===== src/rtl/cjs_pkg.sv =====
// Shared types and constants for the CPU job scheduler simulator.
// No dependencies.
package cjs_pkg;
    localparam int MAX_JOBS = 16;
    localparam int IDX_W    = $clog2(MAX_JOBS);
    localparam int CNT_W    = $clog2(MAX_JOBS + 1);
    localparam int TIME_W   = 23;
    localparam logic [TIME_W-1:0] TMAX = {TIME_W{1'b1}};

    localparam logic [0:0] REG_POLICY  = 1'b0;
    localparam logic [0:0] REG_QUANTUM = 1'b1;

    localparam logic [1:0] MODE_FCFS = 2'd0;
    localparam logic [1:0] MODE_SJF  = 2'd1;
    localparam logic [1:0] MODE_SRTF = 2'd2;
    localparam logic [1:0] MODE_RR   = 2'd3;

    typedef enum logic [3:0] {
        ST_LOAD,
        ST_INIT,
        ST_SCAN,
        ST_DECIDE,
        ST_RR_ADMIT,
        ST_RR_POP,
        ST_RR_RUN,
        ST_RR_PUSH,
        ST_OUT_RD,
        ST_OUT_WAIT,
        ST_OUT_SEND
    } state_t;

    typedef struct packed {
        logic [5:0]  id;
        logic [15:0] arrival;
        logic [15:0] burst;
    } job_t;
endpackage


===== src/rtl/cjs_job_ram.sv =====
// Per-job record store: id, arrival, burst, remaining, finish.
// Depends on cjs_pkg. One write port, one registered read port.
module cjs_job_ram (
    input  logic                       aclk,
    input  logic                       wr_en,
    input  logic [cjs_pkg::IDX_W-1:0]  wr_addr,
    input  cjs_pkg::job_t              wr_job,
    input  logic [15:0]                wr_rem,
    input  logic [cjs_pkg::TIME_W-1:0] wr_fin,
    input  logic [cjs_pkg::IDX_W-1:0]  rd_addr,
    output cjs_pkg::job_t              rd_job,
    output logic [15:0]                rd_rem,
    output logic [cjs_pkg::TIME_W-1:0] rd_fin
);
    cjs_pkg::job_t              job_mem [cjs_pkg::MAX_JOBS];
    logic [15:0]                rem_mem [cjs_pkg::MAX_JOBS];
    logic [cjs_pkg::TIME_W-1:0] fin_mem [cjs_pkg::MAX_JOBS];

    always_ff @(posedge aclk) begin
        if (wr_en) begin
            job_mem[wr_addr] <= wr_job;
            rem_mem[wr_addr] <= wr_rem;
            fin_mem[wr_addr] <= wr_fin;
        end
        rd_job <= job_mem[rd_addr];
        rd_rem <= rem_mem[rd_addr];
        rd_fin <= fin_mem[rd_addr];
    end
endmodule


===== src/rtl/cjs_ring_ram.sv =====
// Round robin ready ring store of job indexes.
// Depends on cjs_pkg. One write port, one registered read port.
module cjs_ring_ram (
    input  logic                      aclk,
    input  logic                      wr_en,
    input  logic [cjs_pkg::IDX_W-1:0] wr_addr,
    input  logic [cjs_pkg::IDX_W-1:0] wr_data,
    input  logic [cjs_pkg::IDX_W-1:0] rd_addr,
    output logic [cjs_pkg::IDX_W-1:0] rd_data
);
    logic [cjs_pkg::IDX_W-1:0] mem [cjs_pkg::MAX_JOBS];

    always_ff @(posedge aclk) begin
        if (wr_en) begin
            mem[wr_addr] <= wr_data;
        end
        rd_data <= mem[rd_addr];
    end
endmodule


===== src/rtl/cpu_job_scheduler_sim.sv =====
// Top level of the CPU job scheduler simulator: load, scheduling sequencer, output.
// Depends on cjs_pkg, cjs_job_ram and cjs_ring_ram.
//
// Jobs load at one per cycle into the job record memory. The transfer with
// tlast starts the simulation, which walks the memory one entry per cycle:
// each scheduling decision scans the n loaded jobs and then updates the pick's
// record, and round robin slices add a scan per admission check. Results
// then leave in load order, each read and registered before it is offered.
// No input is taken while a set is simulated or its results are sent.
module cpu_job_scheduler_sim (
    input  logic        aclk,
    input  logic        aresetn,
    input  logic        cfg_we,
    input  logic        cfg_index,
    input  logic [15:0] cfg_wdata,
    input  logic        s_tvalid,
    output logic        s_tready,
    input  logic [39:0] s_tdata,  // job_id[5:0], arrival_time[21:6], burst_time[37:22]
    input  logic        s_tlast,  // last_job
    output logic        m_tvalid,
    input  logic        m_tready,
    output logic [55:0] m_tdata,  // result_job_id[5:0], turnaround[28:6], waiting[51:29]
    output logic        m_tlast   // last_result
);
    localparam int IW = cjs_pkg::IDX_W;
    localparam int CW = cjs_pkg::CNT_W;
    localparam int TW = cjs_pkg::TIME_W;

    cjs_pkg::state_t state_reg, state_next;
    logic [1:0]  mode_reg;
    logic [15:0] quantum_reg;
    logic [CW-1:0] count_reg, count_next;
    logic [TW-1:0] clock_reg, clock_next;
    logic [cjs_pkg::MAX_JOBS-1:0] done_reg, done_next, adm_reg, adm_next;
    logic [CW-1:0] left_reg, left_next;
    logic [CW-1:0] scan_reg, scan_next;   // read address counter
    logic          vld_reg, vld_next;     // read data valid this cycle
    logic [IW-1:0] vidx_reg, vidx_next;   // index of data now out of RAM
    logic          pick_ok_reg, pick_ok_next;
    logic [IW-1:0] pick_reg, pick_next;
    logic [16:0]   key_reg, key_next;
    logic          na_ok_reg, na_ok_next;
    logic [15:0]   na_reg, na_next;       // earliest pending arrival
    logic [IW-1:0] head_reg, head_next, tail_reg, tail_next;
    logic [CW-1:0] fill_reg, fill_next;
    logic [IW-1:0] cur_reg, cur_next;
    logic [15:0]   crem_reg, crem_next;

    logic          jw_en;
    logic [IW-1:0] jw_addr, jr_addr;
    cjs_pkg::job_t jw_job, jr_job;
    logic [15:0]   jw_rem, jr_rem;
    logic [TW-1:0] jw_fin, jr_fin;
    logic          rw_en;
    logic [IW-1:0] rw_addr, rw_data, rr_addr, rr_data;

    cjs_job_ram u_job (
        .aclk(aclk), .wr_en(jw_en), .wr_addr(jw_addr), .wr_job(jw_job),
        .wr_rem(jw_rem), .wr_fin(jw_fin), .rd_addr(jr_addr),
        .rd_job(jr_job), .rd_rem(jr_rem), .rd_fin(jr_fin)
    );
    cjs_ring_ram u_ring (
        .aclk(aclk), .wr_en(rw_en), .wr_addr(rw_addr), .wr_data(rw_data),
        .rd_addr(rr_addr), .rd_data(rr_data)
    );

    logic [TW-1:0] out_ta_reg, out_wt_reg;
    logic [TW-1:0] ta_c, wt_c;
    logic [16:0]   k_c;
    logic [TW-1:0] arr_c, run_c, qrun_c;
    logic [TW:0]   sum_c;
    logic [15:0]   q_c;
    logic          elig_c;
    logic          out_tlast_reg;
    logic [5:0]    out_id_reg;

    always_ff @(posedge aclk) begin
        if (!aresetn) begin
            mode_reg    <= cjs_pkg::MODE_FCFS;
            quantum_reg <= 16'd1;
        end else if (cfg_we) begin
            case (cfg_index)
                cjs_pkg::REG_POLICY:  mode_reg    <= cfg_wdata[1:0];
                cjs_pkg::REG_QUANTUM: quantum_reg <= cfg_wdata;
                default: ;
            endcase
        end
    end

    always_ff @(posedge aclk) begin
        if (!aresetn) begin
            state_reg <= cjs_pkg::ST_LOAD;
            count_reg <= '0;
            clock_reg <= '0;
            done_reg  <= '0;
            adm_reg   <= '0;
            left_reg  <= '0;
            scan_reg  <= '0;
            vld_reg   <= 1'b0;
            fill_reg  <= '0;
            head_reg  <= '0;
            tail_reg  <= '0;
        end else begin
            state_reg <= state_next;
            count_reg <= count_next;
            clock_reg <= clock_next;
            done_reg  <= done_next;
            adm_reg   <= adm_next;
            left_reg  <= left_next;
            scan_reg  <= scan_next;
            vld_reg   <= vld_next;
            fill_reg  <= fill_next;
            head_reg  <= head_next;
            tail_reg  <= tail_next;
        end
    end

    always_ff @(posedge aclk) begin
        vidx_reg    <= vidx_next;
        pick_ok_reg <= pick_ok_next;
        pick_reg    <= pick_next;
        key_reg     <= key_next;
        na_ok_reg   <= na_ok_next;
        na_reg      <= na_next;
        cur_reg     <= cur_next;
        crem_reg    <= crem_next;
    end

    assign q_c   = (quantum_reg == 16'd0) ? 16'd1 : quantum_reg;
    assign arr_c = {7'd0, jr_job.arrival};
    assign k_c   = (mode_reg == cjs_pkg::MODE_FCFS) ? {1'b0, jr_job.arrival} :
                   (mode_reg == cjs_pkg::MODE_SJF)  ? {1'b0, jr_job.burst} :
                                                      {1'b0, jr_rem};
    assign ta_c  = jr_fin - arr_c;
    assign wt_c  = (ta_c > {7'd0, jr_job.burst}) ? ta_c - {7'd0, jr_job.burst} : '0;

    always_comb begin
        state_next   = state_reg;
        count_next   = count_reg;
        clock_next   = clock_reg;
        done_next    = done_reg;
        adm_next     = adm_reg;
        left_next    = left_reg;
        scan_next    = scan_reg;
        vld_next     = 1'b0;
        vidx_next    = scan_reg[IW-1:0];
        pick_ok_next = pick_ok_reg;
        pick_next    = pick_reg;
        key_next     = key_reg;
        na_ok_next   = na_ok_reg;
        na_next      = na_reg;
        head_next    = head_reg;
        tail_next    = tail_reg;
        fill_next    = fill_reg;
        cur_next     = cur_reg;
        crem_next    = crem_reg;
        jw_en   = 1'b0;
        jw_addr = count_reg[IW-1:0];
        jw_job  = {s_tdata[5:0], s_tdata[21:6], s_tdata[37:22]};
        jw_rem  = s_tdata[37:22];
        jw_fin  = '0;
        jr_addr = scan_reg[IW-1:0];
        rw_en   = 1'b0;
        rw_addr = tail_reg;
        rw_data = vidx_reg;
        rr_addr = head_reg;
        s_tready = 1'b0;
        elig_c   = 1'b0;
        run_c    = '0;
        qrun_c   = '0;
        sum_c    = '0;

        case (state_reg)
            cjs_pkg::ST_LOAD: begin
                s_tready = 1'b1;
                if (s_tvalid) begin
                    if (count_reg < CW'(cjs_pkg::MAX_JOBS)) begin
                        jw_en      = 1'b1;
                        count_next = count_reg + 1'b1;
                    end
                    if (s_tlast) begin
                        state_next = cjs_pkg::ST_INIT;
                    end
                end
            end
            cjs_pkg::ST_INIT: begin
                clock_next = '0;
                done_next  = '0;
                adm_next   = '0;
                left_next  = count_reg;
                head_next  = '0;
                tail_next  = '0;
                fill_next  = '0;
                scan_next  = '0;
                pick_ok_next = 1'b0;
                na_ok_next   = 1'b0;
                if (count_reg == '0) begin
                    state_next = cjs_pkg::ST_LOAD;
                end else if (mode_reg == cjs_pkg::MODE_RR) begin
                    state_next = cjs_pkg::ST_RR_ADMIT;
                end else begin
                    state_next = cjs_pkg::ST_SCAN;
                end
            end
            cjs_pkg::ST_SCAN: begin
                // Stream all entries; find pick and earliest future arrival.
                if (scan_reg < count_reg) begin
                    scan_next = scan_reg + 1'b1;
                    vld_next  = 1'b1;
                end
                if (vld_reg && !done_reg[vidx_reg]) begin
                    if (arr_c <= clock_reg) begin
                        if (!pick_ok_reg || k_c < key_reg) begin
                            pick_ok_next = 1'b1;
                            pick_next    = vidx_reg;
                            key_next     = k_c;
                        end
                    end else if (!na_ok_reg || jr_job.arrival < na_reg) begin
                        na_ok_next = 1'b1;
                        na_next    = jr_job.arrival;
                    end
                end
                if (!vld_reg && scan_reg == count_reg) begin
                    scan_next  = {1'b0, pick_reg};
                    state_next = cjs_pkg::ST_DECIDE;
                end
            end
            cjs_pkg::ST_DECIDE: begin
                // With no pick, jump to the next arrival; else wait for the pick's record, then run it.
                jr_addr = pick_reg;
                if (!pick_ok_reg) begin
                    if (na_ok_reg) clock_next = {7'd0, na_reg};
                    state_next = cjs_pkg::ST_SCAN;
                end else if (vld_reg) begin
                    run_c = {7'd0, jr_rem};
                    if (mode_reg == cjs_pkg::MODE_SRTF && na_ok_reg &&
                        ({7'd0, na_reg} - clock_reg) < run_c) begin
                        run_c = {7'd0, na_reg} - clock_reg;
                    end
                    sum_c = {1'b0, clock_reg} + {1'b0, run_c};
                    clock_next = sum_c[TW] ? cjs_pkg::TMAX : sum_c[TW-1:0];
                    jw_en   = 1'b1;
                    jw_addr = pick_reg;
                    jw_job  = jr_job;
                    jw_rem  = jr_rem - run_c[15:0];
                    jw_fin  = clock_next;
                    if (jw_rem == 16'd0) begin
                        done_next[pick_reg] = 1'b1;
                        left_next = left_reg - 1'b1;
                    end
                    state_next = cjs_pkg::ST_SCAN;
                end else begin
                    vld_next = 1'b1;
                end
                if (state_next == cjs_pkg::ST_SCAN) begin
                    scan_next    = '0;
                    pick_ok_next = 1'b0;
                    na_ok_next   = 1'b0;
                    if (left_next == '0) begin
                        state_next = cjs_pkg::ST_OUT_RD;
                    end
                end
            end
            cjs_pkg::ST_RR_ADMIT: begin
                // Repeated scans push the earliest unadmitted arrived job.
                if (scan_reg < count_reg) begin
                    scan_next = scan_reg + 1'b1;
                    vld_next  = 1'b1;
                end
                if (vld_reg && !adm_reg[vidx_reg]) begin
                    elig_c = arr_c <= clock_reg;
                    if (elig_c && (!pick_ok_reg || {1'b0, jr_job.arrival} < key_reg)) begin
                        pick_ok_next = 1'b1;
                        pick_next    = vidx_reg;
                        key_next     = {1'b0, jr_job.arrival};
                    end
                    if (!elig_c && (!na_ok_reg || jr_job.arrival < na_reg)) begin
                        na_ok_next = 1'b1;
                        na_next    = jr_job.arrival;
                    end
                end
                if (!vld_reg && scan_reg == count_reg) begin
                    scan_next    = '0;
                    pick_ok_next = 1'b0;
                    if (pick_ok_reg) begin
                        na_ok_next = 1'b0;
                        adm_next[pick_reg] = 1'b1;
                        rw_en   = 1'b1;
                        rw_data = pick_reg;
                        tail_next = tail_reg + 1'b1;
                        fill_next = fill_reg + 1'b1;
                    end else if (left_reg == '0) begin
                        state_next = cjs_pkg::ST_OUT_RD;
                    end else begin
                        state_next = cjs_pkg::ST_RR_PUSH;
                    end
                end
            end
            cjs_pkg::ST_RR_PUSH: begin
                // Re-queue the preempted job, then pop or jump idle time.
                if (crem_reg != 16'd0) begin
                    rw_en   = 1'b1;
                    rw_data = cur_reg;
                    tail_next = tail_reg + 1'b1;
                    fill_next = fill_reg + 1'b1;
                    crem_next = '0;
                end else if (fill_reg == '0) begin
                    if (na_ok_reg) clock_next = {7'd0, na_reg};
                    na_ok_next = 1'b0;
                    state_next = cjs_pkg::ST_RR_ADMIT;
                end else begin
                    state_next = cjs_pkg::ST_RR_POP;
                end
            end
            cjs_pkg::ST_RR_POP: begin
                if (!vld_reg) begin
                    vld_next = 1'b1;
                end else begin
                    cur_next  = rr_data;
                    head_next = head_reg + 1'b1;
                    fill_next = fill_reg - 1'b1;
                    scan_next = {1'b0, rr_data};
                    state_next = cjs_pkg::ST_RR_RUN;
                end
            end
            cjs_pkg::ST_RR_RUN: begin
                jr_addr = cur_reg;
                if (!vld_reg) begin
                    vld_next = 1'b1;
                end else begin
                    qrun_c = (jr_rem < q_c) ? {7'd0, jr_rem} : {7'd0, q_c};
                    sum_c  = {1'b0, clock_reg} + {1'b0, qrun_c};
                    clock_next = sum_c[TW] ? cjs_pkg::TMAX : sum_c[TW-1:0];
                    jw_en   = 1'b1;
                    jw_addr = cur_reg;
                    jw_job  = jr_job;
                    jw_rem  = jr_rem - qrun_c[15:0];
                    jw_fin  = clock_next;
                    crem_next = jw_rem;
                    if (jw_rem == 16'd0) begin
                        done_next[cur_reg] = 1'b1;
                        left_next = left_reg - 1'b1;
                    end
                    scan_next    = '0;
                    pick_ok_next = 1'b0;
                    na_ok_next   = 1'b0;
                    state_next   = cjs_pkg::ST_RR_ADMIT;
                end
            end
            cjs_pkg::ST_OUT_RD: begin
                scan_next  = '0;
                jr_addr    = '0;
                state_next = cjs_pkg::ST_OUT_WAIT;
            end
            cjs_pkg::ST_OUT_WAIT: begin
                state_next = cjs_pkg::ST_OUT_SEND;
            end
            cjs_pkg::ST_OUT_SEND: begin
                if (m_tready) begin
                    scan_next = scan_reg + 1'b1;
                    jr_addr   = scan_next[IW-1:0];
                    if (scan_next == count_reg) begin
                        count_next = '0;
                        state_next = cjs_pkg::ST_LOAD;
                    end else begin
                        state_next = cjs_pkg::ST_OUT_WAIT;
                    end
                end
            end
            default: state_next = cjs_pkg::ST_LOAD;
        endcase
        // round robin: clear crem and cur at init (a finished slice leaves crem zero)
        if (state_reg == cjs_pkg::ST_INIT) begin
            crem_next = '0;
            cur_next  = '0;
        end
    end

    always_ff @(posedge aclk) begin
        if (state_reg == cjs_pkg::ST_OUT_WAIT) begin
            out_id_reg    <= jr_job.id;
            out_ta_reg    <= ta_c;
            out_wt_reg    <= wt_c;
            out_tlast_reg <= (scan_reg + 1'b1) == count_reg;
        end
    end

    assign m_tvalid = (state_reg == cjs_pkg::ST_OUT_SEND);
    assign m_tdata  = {4'd0, out_wt_reg, out_ta_reg, out_id_reg};
    assign m_tlast  = out_tlast_reg;

    a_no_in_busy: assert property (@(posedge aclk) disable iff (!aresetn)
        (state_reg != cjs_pkg::ST_LOAD) |-> !s_tready)
        else $error("input taken while simulating");
    a_count_max: assert property (@(posedge aclk) disable iff (!aresetn)
        count_reg <= CW'(cjs_pkg::MAX_JOBS))
        else $error("job count overflow");
    a_fill_max: assert property (@(posedge aclk) disable iff (!aresetn)
        fill_reg <= CW'(cjs_pkg::MAX_JOBS))
        else $error("ring overflow");
    a_out_hold: assert property (@(posedge aclk) disable iff (!aresetn)
        (m_tvalid && !m_tready) |=> m_tvalid && $stable(m_tdata))
        else $error("result changed while stalled");
endmodule


===== config.mk =====
export PLATFORM = sky130hd
export DESIGN_NAME = cpu_job_scheduler_sim
export DESIGN_NICKNAME = d
export VERILOG_FILES = /design/src/rtl/cjs_pkg.sv /design/src/rtl/cjs_job_ram.sv /design/src/rtl/cjs_ring_ram.sv /design/src/rtl/cpu_job_scheduler_sim.sv
export SDC_FILE = /design/constraint.sdc
export NUM_CORES = 2
export LEC_CHECK = 0
export BUFFER_PORTS_ARGS = -buffer_cell sky130_fd_sc_hd__buf_2
export CAP_MARGIN = 15
export CORE_MARGIN = 8
export CORE_UTILIZATION = 55
export DETAILED_ROUTE_END_ITERATION = 16
export PLACE_DENSITY_LB_ADDON = 0.25
export SLEW_MARGIN = 40
export SYNTH_ARGS = -nofsm -noshare
export SYNTH_HDL_FRONTEND = slang
export SYNTH_HIERARCHICAL = 1
export SYNTH_SLANG_ARGS = --single-unit
export TNS_END_PERCENT = 100

===== constraint.sdc =====
create_clock -name aclk -period 11.2 [get_ports aclk]
set_input_delay 2.24 -clock aclk [delete_from_list [all_inputs] [get_ports aclk]]
set_output_delay 2.24 -clock aclk [all_outputs]
set_load 0.05 [all_outputs]

==> metrics.cfg <==
[routing]
dr.pass1.iters=8
routed_via_density=6.51
post-route-drc-count=0
met2_length_um=90800
drtIter0Drc=5256
routed_wl_um=198000
dr.max_layer_used=met4
routedWlPerCell_um=29.5
wl_met3_um=20100
final_antenna_net_count=0
met1_length_um=78600
vias=43700

[worst_setup_path]
crit_arrival_ps=9760
r2r_start=clock_reg[1]
startpoint=clock_reg[1]
r2r-end=u_job/fin_mem[6][20]
worstRegToRegCells=34
cp-start-kind=register
critical_path_required_ps=11690
critPathCaptureType=register
critPathMaxStageDelay_ps=640
crit_type=register to register
r2r_setup_slack_ps=1930
slowest_stage=and3_1
cp_max_fo=19
cpMostUsedCell=nand2_1

[synthesis]
ys_async_sr_fraction_pct=0
yosysWarnings=6
ys_ff_latch=1598
synth_flop_cell=edfxtp_1
syn_avg_cell_area_um2=15.0
yosysSeqAreaShare_pct=64.9
synthesis.instances=4714
synthTopCellsByArea=edfxtp_1 59%, mux4_2 10%, dfxtp_1 6.0%
synth_edf_count=1387
synth_area_um2=70700
yosysTopAreaCell=edfxtp_1
synth_cell_types=90
synth_top_area_share_pct=58.9

[finish]
layout-drive-gt1-share_pct=17.8
layout_commonest_cell=edfxtp_1
nFillCells=9188
largest_register_ffs=608
top_register=u_job/job_mem
top_regs=u_job/job_mem: 608 flops, u_job/fin_mem: 368 flops, u_job/rem_mem: 256 flops
final_cell_mix=1387 x edfxtp_1, 398 x nand2_1, 320 x mux4_2
nNetsFinal=5202
syn_to_final_growth_pct=11.9

[timing]
holdWs_ps=442
setup_ws_ps=1930
slew_headroom_pct=41.2
fmax_mhz=108
fin_crit_ps=9270
finalHoldViolCount=0
worstMarginPinSlew_ps=873
fin_crit_sh_pct=82.8
rsz0062_at_grt=false
setup-violations-final=0
skew_ps=87.0
fin_tns_setup_ps=0
finalMaxSlewViolations=0

[worst_hold_path]
hold_path.class=register to register
min_path_cells=0
hp-start=u_job/rd_job[37]
min_to=out_id_reg[5]

[global_route]
antenna_found_initial=10
grt-ovfl-total=0
track_usage_pct=27.6
grt_max_degree=129
grt_pass1_vias=42600
grt_first_pass_wirelength_um=286000

[placed_design]
portBuffers=115
hpwl_um=127000
pre_cts_slack_ps=1950
gp_congestion=0.970

[clock_network]
clkTransAtPathRegs_ps=60
cts_htree_levels=4
insertion_delay_ps=830
ctsResizeCount=0
cts-root-buf=clkbuf_16
ctsHoldBuffers=0
cts_sinks=1598
cts_tree=built
cts_buffers=160
post_cts_buffers=0
clock_path_buffers=3

[floorplanning]
die_y_um=375
die_area_um2=140000
row_count=131
pin_count=122
fp.dieW_um=375
start_util_pct=55.4
core_um2=128000

[power_and_ir_drop]
peakVddDrop_mv=0.203
intPower_mw=12.4
p_leak_nw=26.5
switching_power_mw=7.22
swShare_pct=36.8
seqPwrFrac_pct=37.4
clkPwrFrac_pct=26.6
p_comb_share_pct=36.0
cellPowerDensity_nw_per_um2=248

[run_status]
status=finished clean

[job]
drv_cap=0

## cell usage after synthesis, drive strengths merged (10+ instances only)
master  count
a211oi     24
a21o       65
a21oi     208
a222oi     10
a22o       13
a22oi     170
a31oi      37
and2       21
and3       20
buf        71
clkbuf    153
dfxtp     211
edfxtp   1387
ha        223
inv       191
mux2i      54
mux4      334
nand2     400
nand2b     33
nand3      71
nand3b     11
nand4      26
nor2      243
nor2b      37
nor3       63
nor4       29
o211ai     11
o21a       38
o21ai     222
o21bai     17
o22ai      15
o31ai      28
or2        12
or3        19
xnor2      72
xor2       46
## through the flow
stage	area (µm²)	power (mW)	util [%]	instances
after floorplan	70700	11.7	-	4723
after global placement	73400	14.2	57.6	6394
after detailed placement	73800	14.3	57.9	6405
after CTS	79000	19.5	61.9	6704
after global routing	79100	20.4	62.0	6707
final	79100	19.6	62.0	6709
## kinds of logic (layout without fill, tap and decap cells)
group / count (synthesis) / count (layout) / share of synthesized area, %
xor+xnor: 118 / 118 / 1.47
fa+ha+maj: 231 / 231 / 4.17
compound gates: 943 / 943 / 8.78
simple gates: 1013 / 1013 / 6.57
flops: 1598 / 1598 / 64.9
buf+inv: 415 / 737 / 2.51
mux: 395 / 395 / 11.6
other cells: 1 / 12 / 0.00530
## area by class of cell
cell class                 count  area [µm²]  area share (%)
antenna                        2        5.00         0.00633
clock buffer                 224        4350            5.49
clock inverter                75         818            1.03
inverter                     191         717           0.906
multi-input combinational   2710       23500            29.7
sequential                  1598       45900            58.0
tap                         1662        2080            2.63
timing repair buffer         247        1800            2.28
## worst max-delay path: cells and delay by family (launching register included)
kind,cells,cell delay (ps)
buffers and inverters,2,370
adder cells (fa/ha/maj),3,910
flip-flops,1,520
AND/OR/NAND/NOR,14,2820
AO/OA/AOI/OAI,14,3950
XOR/XNOR,1,350
## layer usage
metal  vias up  global-route usage (%)
met5         -                       0
met2      2348                    43.3
li1      18900                       -
met3       374                    5.77
met4         0                    10.7
met1     22100                    38.2
## power groups by stage
stage | Clock (mW) | Combinational (mW) | Sequential (mW)
after floorplan | 0 | 4.55 | 7.19
after global placement | 0 | 6.77 | 7.42
after detailed placement | 0 | 6.86 | 7.43
after CTS | 5.29 | 6.94 | 7.31
after global routing | 5.52 | 7.54 | 7.32
final | 5.21 | 7.06 | 7.32
## worst max path at each step
stage / cells after the start / to / slack [ps]
after floorplan: 7 / u_job/fin_mem[0][0] / 1970
after global placement: 33 / u_job/fin_mem[12][5] / 2120
after detailed placement: 32 / u_job/fin_mem[13][5] / 1950
after CTS: 32 / u_job/fin_mem[14][5] / 1890
after global routing: 34 / u_job/fin_mem[1][20] / 1340
final: 34 / u_job/fin_mem[6][20] / 1930
Power figures use the tool's default switching activity.
